File: config.mk
export PLATFORM = sky130hd
export DESIGN_NAME = sprite_blit_clip_flip_alpha_top_flat
export DESIGN_NICKNAME = d
export VERILOG_FILES = /design/src/rtl/core/sbc_pkg.sv /design/src/rtl/core/sbc_if.sv /design/src/rtl/core/sbc_csr.sv /design/src/rtl/core/sbc_seq.sv /design/src/rtl/core/sbc_calc.sv /design/src/rtl/core/sprite_blit_clip_flip_alpha_top.sv /design/src/flat_wrapper.sv
export SDC_FILE = /design/constraint.sdc
export NUM_CORES = 1
export LEC_CHECK = 0
export ABC_AREA = 1
export BUFFER_PORTS_ARGS = -buffer_cell sky130_fd_sc_hd__buf_2
export CORE_ASPECT_RATIO = 1.5
export CORE_MARGIN = 2
export CORE_UTILIZATION = 59
export DETAILED_ROUTE_END_ITERATION = 12
export GPL_TIMING_DRIVEN = 0
export PLACE_DENSITY = 0.84
export SLEW_MARGIN = 0
export SYNTH_ARGS = -nofsm -noshare
export SYNTH_HDL_FRONTEND = slang
export SYNTH_SLANG_ARGS = --single-unit
export TNS_END_PERCENT = 1
File: constraint.sdc
create_clock -name clock -period 12.9 [get_ports clock]
set_clock_uncertainty 0.1 [all_clocks]
set_input_delay 1.29 -clock clock [delete_from_list [all_inputs] [get_ports clock]]
set_output_delay 1.29 -clock clock [all_outputs]
set_load 0.05 [all_outputs]
File: src/rtl/core/sbc_pkg.sv
package sbc_pkg;

   localparam int unsigned ARGB_W     = 32;
   localparam int unsigned COUNT_W    = 8;
   localparam int unsigned SPAN_W     = 9;
   localparam int unsigned COORD_W    = 12;
   localparam int unsigned ATLAS_W    = 13;
   localparam int unsigned SCREEN_IDX_W = 17;
   localparam int unsigned SOURCE_IDX_W = 24;
   localparam int unsigned CSR_INDEX_W  = 3;
   localparam int unsigned CSR_DATA_W   = 16;

   localparam int unsigned ALPHA_SHIFT = 24;
   localparam logic [7:0]  ALPHA_CLEAR = 8'h00;

   localparam logic [SPAN_W-1:0]  SPAN_MAX       = 9'd256;
   localparam logic [SPAN_W-1:0]  RECT_W_RESET   = 9'd16;
   localparam logic [SPAN_W-1:0]  RECT_H_RESET   = 9'd16;
   localparam logic [ATLAS_W-1:0] ATLAS_W_RESET  = 13'd256;

   typedef enum logic [CSR_INDEX_W-1:0] {
      REG_DEST_X      = 3'd0,
      REG_DEST_Y      = 3'd1,
      REG_SRC_LEFT    = 3'd2,
      REG_SRC_TOP     = 3'd3,
      REG_RECT_WIDTH  = 3'd4,
      REG_RECT_HEIGHT = 3'd5,
      REG_ATLAS_WIDTH = 3'd6,
      REG_MIRROR      = 3'd7
   } csr_index_type;

   // dest_x and dest_y hold two's complement values
   typedef struct packed {
      logic [COORD_W-1:0] dest_x;
      logic [COORD_W-1:0] dest_y;
      logic [COORD_W-1:0] src_left;
      logic [COORD_W-1:0] src_top;
      logic [SPAN_W-1:0]  rect_width;
      logic [SPAN_W-1:0]  rect_height;
      logic [ATLAS_W-1:0] atlas_width;
      logic               mirror;
   } cfg_type;

   typedef struct packed {
      logic               valid;
      logic [ARGB_W-1:0]  pixel;
      logic [COUNT_W-1:0] col;
      logic [COUNT_W-1:0] row;
      logic               last;
   } pipe_type;

   // width/height of 0 counts as 1, anything above 256 as 256
   function automatic logic [SPAN_W-1:0] span(input logic [SPAN_W-1:0] v);
      logic [SPAN_W-1:0] r;
      r = v;
      if (v == '0) begin
         r = 9'd1;
      end else if (v > SPAN_MAX) begin
         r = SPAN_MAX;
      end
      return r;
   endfunction

endpackage

File: src/rtl/core/sbc_if.sv
interface sbc_req_if;
   logic                           valid;
   logic                           ready;
   logic [sbc_pkg::ARGB_W-1:0]     argb;

   modport source (output valid, output argb, input ready);
   modport sink   (input valid, input argb, output ready);
endinterface

interface sbc_rsp_if;
   logic                               valid;
   logic                               ready;
   logic                               write_enable;
   logic [sbc_pkg::SCREEN_IDX_W-1:0]   screen_index;
   logic [sbc_pkg::ARGB_W-1:0]         color;
   logic [sbc_pkg::SOURCE_IDX_W-1:0]   source_index;
   logic                               last;

   modport source (output valid, output write_enable, output screen_index, output color,
                   output source_index, output last, input ready);
   modport sink   (input valid, input write_enable, input screen_index, input color,
                   input source_index, input last, output ready);
endinterface

interface sbc_csr_if;
   logic                              valid;
   logic                              ready;
   logic [sbc_pkg::CSR_INDEX_W-1:0]   index;
   logic [sbc_pkg::CSR_DATA_W-1:0]    data;

   modport source (output valid, output index, output data, input ready);
   modport sink   (input valid, input index, input data, output ready);
endinterface

File: src/rtl/core/sbc_csr.sv
module sbc_csr (
   input  logic              clock,
   input  logic              reset,
   sbc_csr_if.sink           csr_chan,
   output sbc_pkg::cfg_type  cfg
);

   sbc_pkg::cfg_type cfg_ff, cfg_in;

   assign csr_chan.ready = 1'b1;

   always_comb begin
      cfg_in = cfg_ff;
      if (csr_chan.valid) begin
         unique case (csr_chan.index)
            sbc_pkg::REG_DEST_X:      cfg_in.dest_x      = csr_chan.data[11:0];
            sbc_pkg::REG_DEST_Y:      cfg_in.dest_y      = csr_chan.data[11:0];
            sbc_pkg::REG_SRC_LEFT:    cfg_in.src_left    = csr_chan.data[11:0];
            sbc_pkg::REG_SRC_TOP:     cfg_in.src_top     = csr_chan.data[11:0];
            sbc_pkg::REG_RECT_WIDTH:  cfg_in.rect_width  = csr_chan.data[8:0];
            sbc_pkg::REG_RECT_HEIGHT: cfg_in.rect_height = csr_chan.data[8:0];
            sbc_pkg::REG_ATLAS_WIDTH: cfg_in.atlas_width = csr_chan.data[12:0];
            sbc_pkg::REG_MIRROR:      cfg_in.mirror      = csr_chan.data[0];
            default: ;
         endcase
      end
   end

   always_ff @(posedge clock) begin
      if (reset) begin
         cfg_ff             <= '0;
         cfg_ff.rect_width  <= sbc_pkg::RECT_W_RESET;
         cfg_ff.rect_height <= sbc_pkg::RECT_H_RESET;
         cfg_ff.atlas_width <= sbc_pkg::ATLAS_W_RESET;
      end else begin
         cfg_ff <= cfg_in;
      end
   end

   assign cfg = cfg_ff;

endmodule

File: src/rtl/core/sbc_seq.sv
module sbc_seq (
   input  logic               clock,
   input  logic               reset,
   input  sbc_pkg::cfg_type   cfg,
   sbc_req_if.sink            req_chan,
   input  logic               down_ready,
   output sbc_pkg::pipe_type  stage
);

   logic [sbc_pkg::COUNT_W-1:0] col_ff, col_in, row_ff, row_in;
   sbc_pkg::pipe_type           stage_ff, stage_in;
   logic [sbc_pkg::SPAN_W-1:0]  w, h;
   logic                        row_end, rect_end, take;

   assign req_chan.ready = !stage_ff.valid || down_ready;
   assign take           = req_chan.valid && req_chan.ready;

   always_comb begin
      w        = sbc_pkg::span(cfg.rect_width);
      h        = sbc_pkg::span(cfg.rect_height);
      // a count at or past the edge of a shrunk rectangle still ends the row
      row_end  = ({1'b0, col_ff} + 9'd1) >= w;
      rect_end = row_end && (({1'b0, row_ff} + 9'd1) >= h);

      col_in = col_ff;
      row_in = row_ff;
      if (take) begin
         if (row_end) begin
            col_in = '0;
            row_in = rect_end ? '0 : row_ff + 8'd1;
         end else begin
            col_in = col_ff + 8'd1;
         end
      end

      stage_in = stage_ff;
      if (take) begin
         stage_in.valid = 1'b1;
         stage_in.pixel = req_chan.argb;
         stage_in.col   = col_ff;
         stage_in.row   = row_ff;
         stage_in.last  = rect_end;
      end else if (down_ready) begin
         stage_in.valid = 1'b0;
      end
   end

   always_ff @(posedge clock) begin
      if (reset) begin
         col_ff         <= '0;
         row_ff         <= '0;
         stage_ff.valid <= 1'b0;
      end else begin
         col_ff         <= col_in;
         row_ff         <= row_in;
         stage_ff.valid <= stage_in.valid;
      end
      stage_ff.pixel <= stage_in.pixel;
      stage_ff.col   <= stage_in.col;
      stage_ff.row   <= stage_in.row;
      stage_ff.last  <= stage_in.last;
   end

   assign stage = stage_ff;

endmodule

File: src/rtl/core/sbc_calc.sv
module sbc_calc #(
   parameter int unsigned SCREEN_WIDTH  = 320,
   parameter int unsigned SCREEN_HEIGHT = 240
) (
   input  logic               clock,
   input  logic               reset,
   input  sbc_pkg::cfg_type   cfg,
   input  sbc_pkg::pipe_type  stage,
   output logic               up_ready,
   sbc_rsp_if.source          rsp_chan
);

   localparam int unsigned POS_W = sbc_pkg::COORD_W + 1;

   logic                                 valid_ff, valid_in;
   logic                                 we_ff, we_in;
   logic [sbc_pkg::SCREEN_IDX_W-1:0]     scr_ff, scr_in;
   logic [sbc_pkg::ARGB_W-1:0]           color_ff;
   logic [sbc_pkg::SOURCE_IDX_W-1:0]     src_ff, src_in;
   logic                                 last_ff;

   logic [POS_W-1:0]                     sx, sy;
   logic                                 on_screen, opaque;
   logic [23:0]                          scr_full;
   logic [sbc_pkg::SPAN_W-1:0]           w;
   logic [sbc_pkg::SOURCE_IDX_W-1:0]     lookup, row_base;
   logic [sbc_pkg::ATLAS_W-1:0]          atlas_row;
   logic                                 load;

   assign up_ready = !valid_ff || rsp_chan.ready;
   assign load     = stage.valid && up_ready;

   always_comb begin
      // sign-extended origin plus count, 13 bits cover every reachable position
      sx = {cfg.dest_x[sbc_pkg::COORD_W-1], cfg.dest_x} + {5'd0, stage.col};
      sy = {cfg.dest_y[sbc_pkg::COORD_W-1], cfg.dest_y} + {5'd0, stage.row};
      on_screen = !sx[POS_W-1] && ({1'b0, sx[POS_W-2:0]} < POS_W'(SCREEN_WIDTH)) &&
                  !sy[POS_W-1] && ({1'b0, sy[POS_W-2:0]} < POS_W'(SCREEN_HEIGHT));
      opaque    = stage.pixel[sbc_pkg::ALPHA_SHIFT +: 8] != sbc_pkg::ALPHA_CLEAR;

      scr_full = 24'(sy[POS_W-2:0]) * 24'(SCREEN_WIDTH) + 24'(sx[POS_W-2:0]);
      scr_in   = on_screen ? scr_full[sbc_pkg::SCREEN_IDX_W-1:0] : '0;
      we_in    = on_screen && opaque;

      w        = sbc_pkg::span(cfg.rect_width);
      // mirrored lookup wraps modulo 2^24 past a shrunk rectangle
      lookup   = cfg.mirror ? (24'(w) - 24'd1 - 24'(stage.col)) : 24'(stage.col);
      atlas_row = {1'b0, cfg.src_top} + 13'(stage.row);
      row_base = 24'(atlas_row) * 24'(cfg.atlas_width);
      src_in   = row_base + 24'(cfg.src_left) + lookup;

      valid_in = valid_ff;
      if (load) begin
         valid_in = 1'b1;
      end else if (rsp_chan.ready) begin
         valid_in = 1'b0;
      end
   end

   always_ff @(posedge clock) begin
      if (reset) begin
         valid_ff <= 1'b0;
      end else begin
         valid_ff <= valid_in;
      end
      if (load) begin
         we_ff    <= we_in;
         scr_ff   <= scr_in;
         color_ff <= stage.pixel;
         src_ff   <= src_in;
         last_ff  <= stage.last;
      end
   end

   assign rsp_chan.valid        = valid_ff;
   assign rsp_chan.write_enable = we_ff;
   assign rsp_chan.screen_index = scr_ff;
   assign rsp_chan.color        = color_ff;
   assign rsp_chan.source_index = src_ff;
   assign rsp_chan.last         = last_ff;

endmodule

File: src/rtl/core/sprite_blit_clip_flip_alpha_top.sv
// channel    interface    dir  payload
// req_chan   sbc_req_if   in   argb
// rsp_chan   sbc_rsp_if   out  write_enable, screen_index, color, source_index, last
// csr_chan   sbc_csr_if   in   index, data (always ready)
//
// One pixel per clock while rsp is ready; the input register and the result register
// sit either side of the address multiplier.
// Synchronous active-high reset clears the counters, both valid flags and the
// registers to their defaults.
// A stalled result holds both stages; req ready follows rsp ready through them.
module sprite_blit_clip_flip_alpha_top #(
   parameter int unsigned SCREEN_WIDTH  = 320,
   parameter int unsigned SCREEN_HEIGHT = 240
) (
   input  logic        clock,
   input  logic        reset,
   sbc_req_if.sink     req_chan,
   sbc_rsp_if.source   rsp_chan,
   sbc_csr_if.sink     csr_chan
);

   sbc_pkg::cfg_type  cfg;
   sbc_pkg::pipe_type stage;
   logic              calc_ready;

   sbc_csr u_csr (
      .clock    (clock),
      .reset    (reset),
      .csr_chan (csr_chan),
      .cfg      (cfg)
   );

   sbc_seq u_seq (
      .clock      (clock),
      .reset      (reset),
      .cfg        (cfg),
      .req_chan   (req_chan),
      .down_ready (calc_ready),
      .stage      (stage)
   );

   sbc_calc #(
      .SCREEN_WIDTH  (SCREEN_WIDTH),
      .SCREEN_HEIGHT (SCREEN_HEIGHT)
   ) u_calc (
      .clock    (clock),
      .reset    (reset),
      .cfg      (cfg),
      .stage    (stage),
      .up_ready (calc_ready),
      .rsp_chan (rsp_chan)
   );

   // both stages full and output stalled: no new transaction may enter
   a_full_stall: assert property (@(posedge clock) disable iff (reset)
      (stage.valid && rsp_chan.valid && !rsp_chan.ready) |-> !req_chan.ready)
      else $error("input accepted while pipeline full");

   a_alpha_gate: assert property (@(posedge clock) disable iff (reset)
      (rsp_chan.valid && rsp_chan.write_enable) |->
      (rsp_chan.color[sbc_pkg::ALPHA_SHIFT +: 8] != sbc_pkg::ALPHA_CLEAR))
      else $error("write enabled for transparent pixel");

   a_reset_empty: assert property (@(posedge clock)
      (!reset && $past(reset)) |-> (!rsp_chan.valid && !stage.valid))
      else $error("pipeline not empty after reset");

endmodule
File: src/flat_wrapper.sv
// flat-port wrapper written by rule: the top's interface ports become plain ports
module sprite_blit_clip_flip_alpha_top_flat 
#(
   parameter int unsigned SCREEN_WIDTH  = 320,
   parameter int unsigned SCREEN_HEIGHT = 240
)
  (clock, reset, req_chan_valid, req_chan_argb, req_chan_ready, rsp_chan_valid, rsp_chan_write_enable, rsp_chan_screen_index, rsp_chan_color, rsp_chan_source_index, rsp_chan_last, rsp_chan_ready, csr_chan_valid, csr_chan_index, csr_chan_data, csr_chan_ready);
  sbc_req_if req_chan_i ();
  sbc_rsp_if rsp_chan_i ();
  sbc_csr_if csr_chan_i ();
  input  logic clock;
  input  logic reset;
  input wire logic [$bits(req_chan_i.valid)-1:0] req_chan_valid;
  input wire logic [$bits(req_chan_i.argb)-1:0] req_chan_argb;
  output wire logic [$bits(req_chan_i.ready)-1:0] req_chan_ready;
  output wire logic [$bits(rsp_chan_i.valid)-1:0] rsp_chan_valid;
  output wire logic [$bits(rsp_chan_i.write_enable)-1:0] rsp_chan_write_enable;
  output wire logic [$bits(rsp_chan_i.screen_index)-1:0] rsp_chan_screen_index;
  output wire logic [$bits(rsp_chan_i.color)-1:0] rsp_chan_color;
  output wire logic [$bits(rsp_chan_i.source_index)-1:0] rsp_chan_source_index;
  output wire logic [$bits(rsp_chan_i.last)-1:0] rsp_chan_last;
  input wire logic [$bits(rsp_chan_i.ready)-1:0] rsp_chan_ready;
  input wire logic [$bits(csr_chan_i.valid)-1:0] csr_chan_valid;
  input wire logic [$bits(csr_chan_i.index)-1:0] csr_chan_index;
  input wire logic [$bits(csr_chan_i.data)-1:0] csr_chan_data;
  output wire logic [$bits(csr_chan_i.ready)-1:0] csr_chan_ready;
  assign req_chan_i.valid = req_chan_valid;
  assign req_chan_i.argb = req_chan_argb;
  assign req_chan_ready = req_chan_i.ready;
  assign rsp_chan_valid = rsp_chan_i.valid;
  assign rsp_chan_write_enable = rsp_chan_i.write_enable;
  assign rsp_chan_screen_index = rsp_chan_i.screen_index;
  assign rsp_chan_color = rsp_chan_i.color;
  assign rsp_chan_source_index = rsp_chan_i.source_index;
  assign rsp_chan_last = rsp_chan_i.last;
  assign rsp_chan_i.ready = rsp_chan_ready;
  assign csr_chan_i.valid = csr_chan_valid;
  assign csr_chan_i.index = csr_chan_index;
  assign csr_chan_i.data = csr_chan_data;
  assign csr_chan_ready = csr_chan_i.ready;
  sprite_blit_clip_flip_alpha_top #(.SCREEN_WIDTH(SCREEN_WIDTH), .SCREEN_HEIGHT(SCREEN_HEIGHT)) u_core (.clock(clock), .reset(reset), .req_chan(req_chan_i), .rsp_chan(rsp_chan_i), .csr_chan(csr_chan_i));
endmodule
==> reports/qor.yml <==
final_layout:
  final_cell_mix: "nand2_1 (344), inv_1 (335), nor2_1 (222)"
  synthToLayoutAreaGrowth_pct: 11.5
  nFillCells: 2239
  layout-drive-gt1-share: 0.102
  final_cells: 2511
  mostFrequentLayoutCell: "nand2_1"
  fin_area_sq_um: 19100
  fin_util: 0.667
  nets: 2462
sta:
  fmax_mhz: 117
  setup_ws_ns: 4.36
  rsz0062_at_grt: "false"
  hold_ws_ns: 0.320
  slew_viol_final: 0
  post-route-min-period_ns: 8.54
  slew_headroom: 0.131
  setup-violations-final: 0
  tightest_slew_ns: 1.30
  fin_tns_setup_ns: 0
  fin_crit_sh: 0.662
  hold_viol: 0
synth:
  netlist_area_sq_um: 17100
  synth_async_sr_flop_share: 0
  synth_area_per_cell_sq_um: 8.78
  synth_edf_count: 124
  synth-seq-area-share: 0.332
  synth_flop_cell: "edfxtp_1"
  yosysWarnings: 0
  ys_types: 53
  netlist_instances: 1950
  postSynthNetCount: 2308
  ys_ff_latch: 222
placement:
  numPortBuffers: 127
  dp_slack_ns: 4.47
  dp_cells: 2469
  dp_hpwl_um: 35300
  place_area_sq_um: 18300
  gp_congestion: 0.947
route:
  drc: 0
  initialDrtViolationCount: 1009
  drtPass1Iterations: 8
  finalWirelength_um: 44000
  ant_nets: 0
  vias: 13917
  wl_per_cell_um: 17.5
  viasPerCell: 5.54
clock_network:
  numCtsBuffers: 23
  cts_tree: "built"
  cts_sinks: 222
  cts_setup_buffers: 0
  cts_hold_buffers: 0
  clk_pin_slew_ns: 0.06
  clockBufferDepth: 3
  root_buffer: "clkbuf_16"
  insertion_delay_ns: 0.55
  htree_levels: 1
  cts_resized: 0
worst_setup_path:
  critPathMostFrequentCell: "inv_1"
  critPathLaunchType: "flip-flop"
  cpPeakStageDelay_ns: 0.60
  critPathBufInv: 11
  crit_path_max_fanout: 11
  reg2reg_slack_ns: 4.36
  r2r_end: "u_core.u_calc.rsp_chan.source_index[19]$_DFFE_PP_"
  cp_data_arrival_time_ns: 8.72
  endpoint_kind: "flip-flop"
  reg2reg_from: "u_core.u_csr.cfg[31]$_SDFFE_PP0P_"
  crit_family: "adder cells"
  critPathKind: "reg -> reg"
  r2r_cells: 35
  crit_path_top_delay_cell: "inv_1"
  crit_required_ns: 13.08
hold_path:
  hold_path_end: "u_core.u_calc.rsp_chan.color[14]$_DFFE_PP_"
  hold_depth: 0
  hold_path.class: "reg -> reg"
  hp-start: "u_core.u_seq.stage[31]$_DFFE_PP_"
global_route:
  antenna_found_initial: 1
  grt_pass1_wl_um: 69800
  gr-total-overflow: 0
  grt_pass1_vias: 14424
  track_usage: 0.295
  grt_max_degree: 58
die:
  core-area_sq_um: 28600
  start_util: 0.598
  dieArea_sq_um: 30400
  fp.dieW_um: 143
  die_y_um: 213
  ios: 134
  rows: 76
pwr:
  total_leakage_power_nw: 9.23
  power_mw: 2.04
  vdd_drop_max_v: 0.000118
  powerDensity_nw_per_um2: 107
run:
  drv_cap: 0
run_status:
  status: "finished clean"
-- synth_stat cells, types with 11 or more instances --
cell      count  share of area
nor2_2       14         0.0051
nand2_2      11         0.0040
fa_1        158           0.18
edfxtp_1    124           0.22
nor2_1      222          0.049
xnor2_1      22          0.011
ha_1        144           0.11
clkbuf_1     32         0.0070
nand3_1      70          0.020
dfxtp_1      98           0.11
nand3b_1     11         0.0048
inv_1       335          0.073
o21ai_0      98          0.029
xor2_1       49          0.025
a21oi_1     110          0.032
nand4_1      19         0.0069
nand2_1     344          0.075
-- routing by layer --
metal	part of all wire	global-route usage	vias to the layer above
met5	0	0	-
met4	0.081	0.214	0
met3	0.049	0.0352	191
met2	0.53	0.548	494
met1	0.34	0.302	6711
li1	-	-	6521
-- registers in the layout, indices dropped and copies added, names as in the netlist --
| name | count |
|---|---|
| u_core.u_calc.rsp_chan.valid | 1 |
| u_core.u_calc.rsp_chan.write_enable | 1 |
| u_core.u_seq.stage | 50 |
| u_core.u_csr.cfg | 80 |
| u_core.u_calc.rsp_chan.last | 1 |
| u_core.u_calc.rsp_chan.screen_index | 17 |
| u_core.u_seq.col_ff | 8 |
| u_core.u_seq.row_ff | 8 |
| u_core.u_calc.rsp_chan.color | 32 |
| u_core.u_calc.rsp_chan.source_index | 24 |
-- worst register-to-register path: cells and delay by family (launching register included) --
kind | cells | cell delay (ns)
XOR/XNOR | 2 | 0.31
adder cells (fa/ha/maj) | 9 | 3.91
AND/OR/NAND/NOR | 10 | 1.25
AO/OA/AOI/OAI | 3 | 1.05
flip-flops | 1 | 0.34
buffers and inverters | 11 | 1.29
-- how the worst max path moves through the flow --
| stage | endpoint | startpoint | slack (ns) | cells after the start |
|---|---|---|---|---|
| 3_3_place_gp | u_core.u_calc.rsp_chan.source_index[19]$_DFFE_PP_ | u_core.u_csr.cfg[31]$_SDFFE_PP0P_ | 4.56 | 35 |
| 4_1_cts | u_core.u_calc.rsp_chan.source_index[19]$_DFFE_PP_ | u_core.u_csr.cfg[31]$_SDFFE_PP0P_ | 4.45 | 35 |
| 5_1_grt | u_core.u_calc.rsp_chan.source_index[19]$_DFFE_PP_ | u_core.u_csr.cfg[23]$_SDFFE_PP0P_ | 3.91 | 34 |
| 6_report | u_core.u_calc.rsp_chan.source_index[19]$_DFFE_PP_ | u_core.u_csr.cfg[31]$_SDFFE_PP0P_ | 4.36 | 35 |
| 2_1_floorplan | u_core.u_calc.rsp_chan.source_index[19]$_DFFE_PP_ | u_core.u_csr.cfg[31]$_SDFFE_PP0P_ | 5.61 | 35 |
| 3_5_place_dp | u_core.u_calc.rsp_chan.source_index[19]$_DFFE_PP_ | u_core.u_csr.cfg[31]$_SDFFE_PP0P_ | 4.47 | 35 |
-- cell families after synthesis --
kind of cell / share of synthesized area
adder cells (fa/ha/maj): 0.290
buffers and inverters: 0.0856
XOR/XNOR: 0.0373
flip-flops: 0.332
AND/OR/NAND/NOR: 0.177
other: 0.000219
AO/OA/AOI/OAI: 0.0777
-- power by group --
| group | leakage, nW | internal, mW | total, mW | switching, mW |
|---|---|---|---|---|
| clock | 0.387 | 0.412 | 0.709 | 0.297 |
| sequential | 1.99 | 0.798 | 0.819 | 0.0212 |
| combinational | 6.85 | 0.166 | 0.515 | 0.349 |
-- area by class of cell --
cell class | instances | area, sq um | share of cell area
multi-input combinational | 1344 | 9990 | 0.523
sequential | 222 | 5690 | 0.298
inverter | 346 | 1300 | 0.0680
timing repair buffer | 129 | 683 | 0.0358
clock buffer | 24 | 579 | 0.0303
tap | 390 | 488 | 0.0255
clock inverter | 17 | 211 | 0.0111
buffer | 38 | 168 | 0.00878
antenna | 1 | 2.50 | 0.000131
No activity file was read; power rests on OpenSTA's default activity.
